### src/sacl_pkg.sv
// Shared types and constants of the set-associative cache LRU controller.
// No dependencies.
`timescale 1ns / 1ps
package sacl_pkg;
   localparam int WAYS        = 4;
   localparam int SETS        = 64;
   localparam int BLOCK_BYTES = 16;
   localparam int WAY_BITS    = $clog2(WAYS);
   localparam int SET_BITS    = $clog2(SETS);
   localparam int OFF_BITS    = $clog2(BLOCK_BYTES);
   localparam int TAG_BITS    = 32 - SET_BITS - OFF_BITS;
   localparam int LINES       = WAYS * SETS;
   localparam int LINE_BITS   = $clog2(LINES);
   // one way of a row: {age, dirty, tag}
   localparam int WAY_ROW_W   = TAG_BITS + 1 + WAY_BITS;
   localparam int ROW_W       = WAY_ROW_W * WAYS;

   localparam logic [1:0] POLICY_READ_ONLY    = 2'd0;
   localparam logic [1:0] POLICY_WRITE_THRU   = 2'd1;
   localparam logic [1:0] POLICY_WRITE_BACK   = 2'd2;

   localparam logic ACTION_READ  = 1'b0;
   localparam logic ACTION_WRITE = 1'b1;

   typedef struct packed {
      logic        action;
      logic [31:0] address;
   } req_type;

   typedef struct packed {
      logic        hit;
      logic [1:0]  way;
      logic        fill_request;
      logic [31:0] fill_address;
      logic        writeback_request;
      logic [31:0] writeback_address;
      logic        memory_word_write;
      logic [31:0] access_total;
      logic [31:0] miss_total;
      logic [31:0] dirty_replace_total;
      logic [31:0] clean_replace_total;
   } rsp_type;

   // controller to datapath
   typedef struct packed {
      logic capture;
      logic decide;
      logic emit;
   } ctl_type;
endpackage

### src/sacl_ctrl.sv
// Sequencer: capture, tag read, decide/update, emit.
// Depends on sacl_pkg.
`timescale 1ns / 1ps
module sacl_ctrl (
   input  logic              clock,
   input  logic              reset,
   input  logic              start,
   output logic              busy,
   output sacl_pkg::ctl_type ctl
);
   import sacl_pkg::*;

   localparam logic [1:0] ST_IDLE = 2'd0;
   localparam logic [1:0] ST_READ = 2'd1;
   localparam logic [1:0] ST_DEC  = 2'd2;
   localparam logic [1:0] ST_EMIT = 2'd3;

   logic [1:0] state_ff, state_in;

   // advance one step per cycle, waiting in idle until start
   always_comb begin
      state_in = state_ff;
      unique case (state_ff)
         ST_IDLE: if (start) state_in = ST_READ;
         ST_READ: state_in = ST_DEC;
         ST_DEC:  state_in = ST_EMIT;
         ST_EMIT: state_in = ST_IDLE;
         default: state_in = ST_IDLE;
      endcase
   end

   always_ff @(posedge clock) begin
      if (reset) state_ff <= ST_IDLE;
      else       state_ff <= state_in;
   end

   assign busy        = state_ff != ST_IDLE;
   assign ctl.capture = start && state_ff == ST_IDLE;
   assign ctl.decide  = state_ff == ST_DEC;
   assign ctl.emit    = state_ff == ST_EMIT;

   ap_start: assert property (@(posedge clock) disable iff (reset)
      ctl.capture |=> state_ff == ST_READ) else $error("no read after start");
   ap_emit: assert property (@(posedge clock) disable iff (reset)
      ctl.decide |=> ctl.emit) else $error("no emit after decide");
   ap_busy: assert property (@(posedge clock) disable iff (reset)
      ctl.emit |=> !busy) else $error("busy after emit");
endmodule

### config.mk
export PLATFORM = sky130hd
export DESIGN_NAME = sacl_ctrl
export DESIGN_NICKNAME = d
export VERILOG_FILES = /design/src/sacl_pkg.sv /design/src/sacl_ctrl.sv
export SDC_FILE = /design/constraint.sdc
export NUM_CORES = 1
export LEC_CHECK = 0
export BUFFER_PORTS_ARGS = -buffer_cell sky130_fd_sc_hd__buf_2
export CAP_MARGIN = 5
export CORE_AREA = 2 2 39 41
export CTS_CLUSTER_SIZE = 10
export DETAILED_ROUTE_END_ITERATION = 6
export DIE_AREA = 0 0 41 43
export GPL_ROUTABILITY_DRIVEN = 1
export RECOVER_POWER = 25
export SLEW_MARGIN = 0
export SYNTH_ARGS = -nofsm -noshare
export SYNTH_HDL_FRONTEND = slang
export SYNTH_SLANG_ARGS = --single-unit
### constraint.sdc
create_clock -name clock -period 2.3 [get_ports clock]
set_clock_uncertainty 0.1 [all_clocks]
set_input_delay 0 -clock clock [delete_from_list [all_inputs] [get_ports clock]]
set_output_delay 0 -clock clock [all_outputs]
set_load 0.02 [all_outputs]
==> flow_metrics.tcl, run 1 <==
set metrics [dict create \
    required_ns 2.20 \
    hold_violations 0 \
    drc_errors 0 \
    synth-warning-count 0 \
    stdcell_count 42 \
    gp_congestion 0.451 \
    tritoncts "built" \
    top_usage_layer "met4" \
    cts_buffer_depth 2 \
    grt_pass1_vias 135 \
    clkLatencyLatePin_ns 0.22 \
    htree_levels 1 \
    postCtsResizedCells 0 \
    max-cap-violations 0 \
    rsz0062_at_grt "no" \
    grt_first_pass_wirelength_um 407 \
    intPower_w 0.000170 \
    max_freq_mhz 762 \
    place_area_um2 194 \
    grt_max_degree 5 \
    r2r_slack_ns 1.07 \
    design_area_um2 225 \
    slew_violations 0 \
    drt-initial-drc-count 1 \
    dp_cells 38 \
    dieArea_um2 1760 \
    pin_count 7 \
    hold_class "input port to flop" \
    ir_worst_vdd_uv 194 \
    tns_ns 0 \
    grtUsageMet1_pct 2.55 \
    period_minus_slack_ns 1.31 \
    grt_util_met2_pct 5.31 \
    cts_setup_buffers 0 \
    switching_share_pct 42.4 \
    worstSetupEndpointType "primary output" \
    ys_seq_elements 2 \
    layout.nets 35 \
    drt-total-wl_um 265 \
    core_um2 1380 \
    port_buffers 6 \
    arrival_ns 1.21 \
    worstSetupStartpointType "flop" \
    clk_pin_slew_worst_paths_ns 0.03 \
    rows 14 \
    ys_types 8 \
    largest_register_ffs 2 \
    numCtsBuffers 3 \
    syn_nets 23 \
    switching_power_w 0.000125 \
    grt.met3_usage_pct 1.57 \
    reg_top3 "state_ff x2" \
    die_h_um 43 \
    num_antenna_cells 0 \
    p_comb_share_pct 51.9 \
    synth_area_per_cell_um2 8.99 \
    grt_overflow 0 \
    startpoint "state_ff[0]$_SDFFE_PP0P_" \
    wl_per_cell_um 6.31 \
    period_share_pct 57.1 \
    antenna_found_initial 0 \
    firstDrtPassIters 2 \
    worst_pin_slew_ns 0.245 \
    drive_above_1_share_pct 34.6 \
    initial_core_util_pct 10.4 \
    track_usage_pct 4.00 \
    status "complete, no violations" \
    cts.sinks 2 \
    pwr-share-clk_pct 26.2 \
    vias_per_cell 3.17 \
    root_buffer "clkbuf_4" \
    vias 133 \
    max_slew_margin_pct 83.7 \
    r2r_start "state_ff[0]$_SDFFE_PP0P_" \
    setup_violations 0 \
    reg2reg_depth 5 \
    die_width_um 41 \
    antenna_left 0 \
    crit_fanout 3 \
    endpoint "ctl[2]" \
    r2r-end "state_ff[1]$_SDFFE_PP0P_" \
    power.leakage_nw 0.121 \
    sequentialPowerShare_pct 21.9 \
    fillerInstances 159 \
    synth-seq-area-share_pct 27.8 \
    largest_register "state_ff" \
    worst_hold_slack_ns 0.0412 \
    syn_area_um2 144 \
    postCtsHoldBufs 1 \
    power_density_nw_per_um2 1310 \
    syn_to_final_growth_pct 56.5 \
    syn_inst 16 \
    crit_type "flop to primary output" \
]
-- stage by stage --
step	total power, W	setup WS [ns]	utilization (%)
floorplan	0.000182	1.14	-
global placement	0.000218	1.07	14.0
detailed placement	0.000220	1.07	14.0
CTS	0.000305	0.968	16.4
global route	0.000329	0.919	16.3
finish	0.000294	0.988	16.3
-- how the worst min path moves through the flow --
stage / to / slack (ns) / depth (start not counted) / start
5_1_grt: state_ff[0]$_SDFFE_PP0P_ / 0.1 / 3 / start
3_5_place_dp: state_ff[1]$_SDFFE_PP0P_ / 0.08 / 2 / reset
6_report: state_ff[0]$_SDFFE_PP0P_ / 0.04 / 3 / start
4_1_cts: state_ff[0]$_SDFFE_PP0P_ / 0.03 / 3 / start
3_3_place_gp: state_ff[1]$_SDFFE_PP0P_ / 0.08 / 2 / reset
2_1_floorplan: state_ff[1]$_SDFFE_PP0P_ / -0.03 / 1 / reset
-- cells by family (layout without fill, tap and decap cells) --
kind of cell	after synthesis	after routing	share of synthesized area, %
compound gates	1	1	5.22
fa+ha+maj	4	4	34.8
buf+inv	3	13	7.83
flops	2	2	27.8
mux	1	1	6.96
simple gates	5	5	17.4
-- synthesized netlist by cell type --
| master | instances | share of area [%] |
|---|---|---|
| inv_1 | 3 | 7.8 |
| nor2_1 | 3 | 7.8 |
| a211oi_1 | 1 | 5.2 |
| dfxtp_1 | 2 | 28 |
| and2_2 | 1 | 5.2 |
| mux2i_1 | 1 | 7.0 |
| ha_1 | 4 | 35 |
| nand2b_1 | 1 | 4.4 |
-- final cells by class --
class | instances | area (um^2) | share of cell area [%]
sequential | 2 | 40.0 | 17.8
timing repair buffer | 7 | 38.8 | 17.2
tap | 16 | 20.0 | 8.89
multi-input combinational | 11 | 92.6 | 41.1
clock buffer | 3 | 22.5 | 10.0
inverter | 3 | 11.3 | 5.00
-- routing by layer --
layer | up-vias | share of wire [%] | routed length [um]
met5 | - | 0 | 0
met4 | 0 | 0 | 0
met3 | 0 | 6.8 | 18
met2 | 5 | 52 | 139
met1 | 58 | 40 | 107
li1 | 70 | - | -
-- cells in the final DEF, fill, tap and decap left out --
| cell type | instances |
|---|---|
| mux2i_1 | 1 |
| a211oi_1 | 1 |
| buf_2 | 5 |
| dfxtp_1 | 2 |
| nand2b_1 | 1 |
| clkbuf_1 | 1 |
| dlygate4sd3_1 | 1 |
| ha_1 | 4 |
| inv_1 | 3 |
| nor2_1 | 3 |
| clkbuf_4 | 3 |
| and2_2 | 1 |
-- worst max-delay path, stage by stage (launching register included) --
cell	delay, ns
dfxtp_1	0.34
inv_1	0.08
ha_1	0.23
and2_2	0.19
buf_2	0.15
-- power groups by stage --
stage | clock network (W) | logic [W] | registers (W)
2_1_floorplan | 0 | 0.000121 | 0.0000617
3_3_place_gp | 0 | 0.000153 | 0.0000650
3_5_place_dp | 0 | 0.000155 | 0.0000654
4_1_cts | 0.0000841 | 0.000157 | 0.0000649
5_1_grt | 0.0000862 | 0.000176 | 0.0000665
6_report | 0.0000771 | 0.000153 | 0.0000644
(Power assumes the default switching activity.)
==> inputs of run 2 (changes only) <==
--- a/config.mk
+++ b/config.mk
@@ -5,6 +5,7 @@
 export SDC_FILE = /design/constraint.sdc
 export NUM_CORES = 1
 export LEC_CHECK = 0
+export ABC_AREA = 1
 export BUFFER_PORTS_ARGS = -buffer_cell sky130_fd_sc_hd__buf_2
 export CAP_MARGIN = 5
 export CORE_AREA = 2 2 39 41
==> constraint.sdc (replaced) <==
create_clock -name clock -period 1.3 [get_ports clock]
set_clock_uncertainty 0.1 [all_clocks]
set_input_delay 0 -clock clock [delete_from_list [all_inputs] [get_ports clock]]
set_output_delay 0 -clock clock [all_outputs]
set_load 0.02 [all_outputs]
==> flow_metrics.tcl, run 2 <==
set metrics [dict create \
    power.leakage_nw 0.154 \
    hpwl_um 242 \
    firstDrtPassIters 4 \
    worstPathCellList "inv_2, ha_4, nand2_1, inv_1, buf_2" \
    synthTopCellsByArea "ha_1 (30%), dfxtp_1 (24%), inv_1 (16%), nand2_1 (9.0%), nor2_1 (9.0%)" \
    synth.most_common_cell "inv_1" \
    yosysTopAreaCell "ha_1" \
    drive_above_1_share_pct 36.1 \
    clkLatencyLatePin_ns 0.23 \
    grt_max_degree 5 \
    largest_register "state_ff" \
    largest_register_ffs 2 \
    crit_type "flop to primary output" \
    power_density_nw_per_um2 2330 \
    synthSimpleGateAreaFrac_pct 27.8 \
    antenna_left 0 \
    worst_hold_slack_ns 0.449 \
    synth_area_per_cell_um2 6.66 \
    track_usage_pct 5.91 \
    status "complete, no violations" \
    wl_per_cell_um 6.40 \
    tns_ns 0 \
    period_minus_slack_ns 1.17 \
    num_antenna_cells 0 \
    fillerInstances 156 \
    syn_nets 32 \
    root_buffer "clkbuf_4" \
    synth_top_family_by_area "adder cells" \
    gp_congestion 0.637 \
    reg_top3 "state_ff x2" \
    dieArea_um2 1760 \
    synth_fa_ha_area_share_pct 30.1 \
    hold_violations 0 \
    synthXorXnorAreaFrac_pct 0 \
    synthMuxAreaShare_pct 0 \
    die_h_um 43 \
    ys_types 8 \
    drt-initial-drc-count 3 \
    critPathSlowestCell "dfxtp_1" \
    tritoncts "built" \
    syn_inst 25 \
    port_buffers 6 \
    die_width_um 41 \
    grt_pass1_vias 156 \
    cts_buffer_depth 2 \
    arrival_ns 1.07 \
    max_slew_margin_pct 83.6 \
    clk_pin_slew_worst_paths_ns 0.03 \
    grt_overflow 0 \
    rows 14 \
    ir_worst_vdd_uv 372 \
    slew_violations 0 \
    core_um2 1380 \
    vias 171 \
    worstSetupStartpointType "flop" \
    synth-warning-count 0 \
    final_cell_mix "inv_1 (5), buf_2 (5), nand2_1 (4), nor2_1 (4)" \
    crit_fanout 4 \
    cts.sinks 2 \
    initial_core_util_pct 12.0 \
    setup_violations 0 \
    async_flop_share_pct 0 \
    numCtsBuffers 3 \
    synth_flop_cell "dfxtp_1" \
    netlist.area_leader.share_pct 30.1 \
    cts_setup_buffers 0 \
    max-cap-violations 0 \
    rsz0062_at_grt "no" \
    ys_seq_elements 2 \
    synth_edf_count 0 \
    syn_to_final_growth_pct 62.4 \
    worst_pin_slew_ns 0.248 \
    drc_errors 0 \
    syn_area_um2 166 \
    max_freq_mhz 858 \
    pin_count 7 \
    layout.nets 45 \
    place_area_um2 216 \
    cpPeakStageDelay_ns 0.36 \
    period_share_pct 89.7 \
    design_area_um2 270 \
    drt-total-wl_um 333 \
    synth_commonest_cells "inv_1 (7), ha_1 (4), nand2_1 (4), nor2_1 (4)" \
    required_ns 1.20 \
    hold_class "input port to flop" \
    worstSetupEndpointType "primary output" \
    htree_levels 1 \
    synth_compound_area_share_pct 0 \
    vias_per_cell 3.29 \
    antenna_found_initial 0 \
    synth-seq-area-share_pct 24.1 \
    grt_first_pass_wirelength_um 593 \
]
## run 2: cell types whose count changed after synthesis
cell	delta
a211oi_1	-1
and2_2	-1
inv_1	+4
inv_2	+1
mux2i_1	-1
nand2_1	+4
nand2b_1	-1
nand3_1	+2
nor2_1	+1
nor2_2	+1
## run 2: final cells by class
type                    instances  area [um^2]  area share, %
clock buffers                   3         22.5           8.33
inverters                       8         30.0           11.1
multi-input cells              15          109           40.3
flip-flops and latches          2         40.0           14.8
well taps                      16         20.0           7.41
repair buffers                  8         48.8           18.1
## run 2: metrics by stage
step	worst slack, ns	cells	util, %	total power [W]
after floorplan	0.179	25	-	0.000363
after global placement	0.204	47	15.6	0.000428
after detailed placement	0.168	47	15.6	0.000439
after CTS	0.0333	52	18.7	0.000592
after global routing	0.0260	52	19.5	0.000703
final	0.134	52	19.5	0.000629
## run 2: logic make-up (layout without fill, tap and decap cells)
logic type               Yosys count  in the layout
flip-flops                         2              2
buffers and inverters              8             19
AND/OR/NAND/NOR                   11             11
adder cells (fa/ha/maj)            4              4
## run 2: routing by layer
metal  wire length (um)  track usage (%)  vias to the layer above
met4                 15             10.0                        0
met2                177             6.56                        5
met3                 23             3.14                        2
li1                   -                -                       94
met1                116             5.41                       70
met5                  0                0                        -
## run 2: final timing paths
| kind | start | cells after the start | endpoint | slack (ns) |
|---|---|---|---|---|
| min | reset | 5 | state_ff[1]$_SDFFE_PP0P_ | 0.45 |
| max reg2reg | state_ff[0]$_SDFFE_PP0P_ | 6 | state_ff[0]$_SDFFE_PP0P_ | 0.24 |
| min reg2reg | state_ff[0]$_SDFFE_PP0P_ | 4 | state_ff[0]$_SDFFE_PP0P_ | 0.52 |
| max | state_ff[1]$_SDFFE_PP0P_ | 5 | ctl[2] | 0.13 |
## run 2: critical path: cells and delay by family, from the launching register on
kind / cells / cell delay [ns]
and+or+nand+nor: 1 / 0.06
buffers and inverters: 3 / 0.24
adders and majority gates: 1 / 0.17
DFF: 1 / 0.36
## run 2: where the power goes
group	switching [W]	internal, W	total [W]
Sequential	0.0000222	0.0000901	0.000112
Clock	0.0000390	0.000102	0.000141
Combinational	0.000225	0.000150	0.000375
Total	0.000286	0.000342	0.000629
## run 2: what timing repair did
item,in CTS,in global routing
hold buffers,2,0
gates resized for setup,0,4
hold endpoints to repair,2,0
endpoints found under the setup margin,0,2
==> inputs of run 3 (changes only) <==
--- a/config.mk
+++ b/config.mk
@@ -8,11 +8,14 @@
 export ABC_AREA = 1
 export BUFFER_PORTS_ARGS = -buffer_cell sky130_fd_sc_hd__buf_2
 export CAP_MARGIN = 5
+export CELL_PAD_IN_SITES_DETAIL_PLACEMENT = 1
+export CELL_PAD_IN_SITES_GLOBAL_PLACEMENT = 2
 export CORE_AREA = 2 2 39 41
 export CTS_CLUSTER_SIZE = 10
 export DETAILED_ROUTE_END_ITERATION = 6
 export DIE_AREA = 0 0 41 43
 export GPL_ROUTABILITY_DRIVEN = 1
+export PLACE_DENSITY_LB_ADDON = 0.1
 export RECOVER_POWER = 25
 export SLEW_MARGIN = 0
 export SYNTH_ARGS = -nofsm -noshare
==> flow_metrics.tcl, run 3 (synthesized netlist as in run 2, its figures left out) <==
set metrics [dict create \
    power_density_nw_per_um2 2390 \
    period_minus_slack_ns 1.21 \
    initial_core_util_pct 12.0 \
    slew_violations 0 \
    htree_levels 1 \
    final.setup.worst_slack_ns 0.0880 \
    finish.utilization_pct 18.8 \
    drive_above_1_share_pct 31.4 \
    power_w 0.000621 \
    max_freq_mhz 825 \
    worstSetupStartpointType "flop" \
    largest_register_ffs 2 \
    vias_per_cell 3.45 \
    dieArea_um2 1760 \
    die_h_um 43 \
    cpPeakStageDelay_ns 0.30 \
    final_cell_mix "inv_1 (7), buf_2 (5), nand2_1 (4), nor2_1 (4)" \
    wl_per_cell_um 7.31 \
    track_usage_pct 5.41 \
    core_um2 1380 \
    reg_top3 "state_ff x2" \
    dp_slack_ns 0.127 \
    antenna_left 0 \
    status "complete, no violations" \
    rsz0062_at_grt "no" \
    power.leakage_nw 0.151 \
    rows 14 \
    worstSetupEndpointType "primary output" \
    root_buffer "clkbuf_4" \
    antenna_found_initial 0 \
    hold_violations 0 \
    gp_congestion 0.630 \
    largest_register "state_ff" \
    max_slew_margin_pct 83.3 \
    pin_count 7 \
    die_width_um 41 \
    drc_errors 0 \
    grt_first_pass_wirelength_um 621 \
    period_share_pct 93.2 \
    grt_pass1_vias 173 \
    path_buf_inv 3 \
    final_common_cell "inv_1" \
    crit_fanout 4 \
    crit_type "flop to primary output" \
    drt-total-wl_um 373 \
    cts_setup_buffers 0 \
    tns_ns 0 \
    syn_to_final_growth_pct 56.4 \
    crit_path_frequent_cell "inv_1" \
    firstDrtPassIters 1 \
    tritoncts "built" \
    clk_pin_slew_worst_paths_ns 0.03 \
    drt-initial-drc-count 0 \
    grt_max_degree 5 \
    required_ns 1.20 \
    ir_worst_vdd_uv 309 \
    worst_pin_slew_ns 0.252 \
    grt_overflow 0 \
    hold_class "input port to flop" \
    cts_buffer_depth 2 \
    setup_violations 0 \
    vias 176 \
    hpwl_um 306 \
    num_antenna_cells 0 \
    critPathTopFamily "buffers and inverters" \
    cts.sinks 2 \
    port_buffers 6 \
    max-cap-violations 0 \
    arrival_ns 1.11 \
    worstPathCellList "inv_1, ha_4, nand2_1, inv_1, buf_2" \
    layout.nets 44 \
    clkLatencyLatePin_ns 0.22 \
    numCtsBuffers 3 \
    critPathSlowestCell "dfxtp_1" \
]
-- run 3: changes by cell type in the layout (fill, tap and decap cells not counted), sizes merged --
cell,before,now
dlygate4sd3,2,1
-- run 3: report_power, final --
group          internal [W]  switching, W  total, W
combinational      0.000145      0.000231  0.000377
sequential        0.0000901     0.0000197  0.000110
clock              0.000102     0.0000330  0.000135
-- run 3: layout make-up --
class                   instances  area [um^2]
well taps                      16         20.0
repair buffers                  7         38.8
inverters                       8         30.0
multi-input cells              15          109
fillers                       183         1120
flip-flops and latches          2         40.0
clock buffers                   3         22.5
-- run 3: final timing paths --
check,slack (ns),endpoint,cells past startpoint,startpoint
max,0.09,ctl[2],5,state_ff[0]$_SDFFE_PP0P_
min,0.007,state_ff[1]$_SDFFE_PP0P_,4,start
max reg2reg,0.16,state_ff[0]$_SDFFE_PP0P_,6,state_ff[0]$_SDFFE_PP0P_
min reg2reg,0.57,state_ff[1]$_SDFFE_PP0P_,4,state_ff[1]$_SDFFE_PP0P_
-- run 3: layer usage --
metal  GRT usage (%)  vias to the layer above  share of wire (%)
met1            6.37                       77                 40
li1                -                       90                  -
met3               0                        2                6.2
met5               0                        -                  0
met4            6.00                        0                4.6
met2            7.81                        7                 49
-- run 3: worst reg2reg max path, stage by stage, from the launching register on --
cell and delay (ns):
dfxtp_1 0.33, inv_1 0.11, ha_1 0.23, inv_1 0.05, nand2_1 0.05, nor2_1 0.11
nor2_1 0.05
-- run 3: repair_timing --
action	CTS	global route
setup endpoints to repair	0	2
gates resized for setup	0	2
hold buffers	1	0
hold endpoints to repair	2	0
-- run 3: stage by stage --
step                instances  hold slack [ns]  area, um^2
floorplan                  25           0.0223         166
global placement           47            0.156         216
detailed placement         47            0.157         216
CTS                        51           0.0137         249
global route               51           0.0627         260
finish                     51          0.00690         260
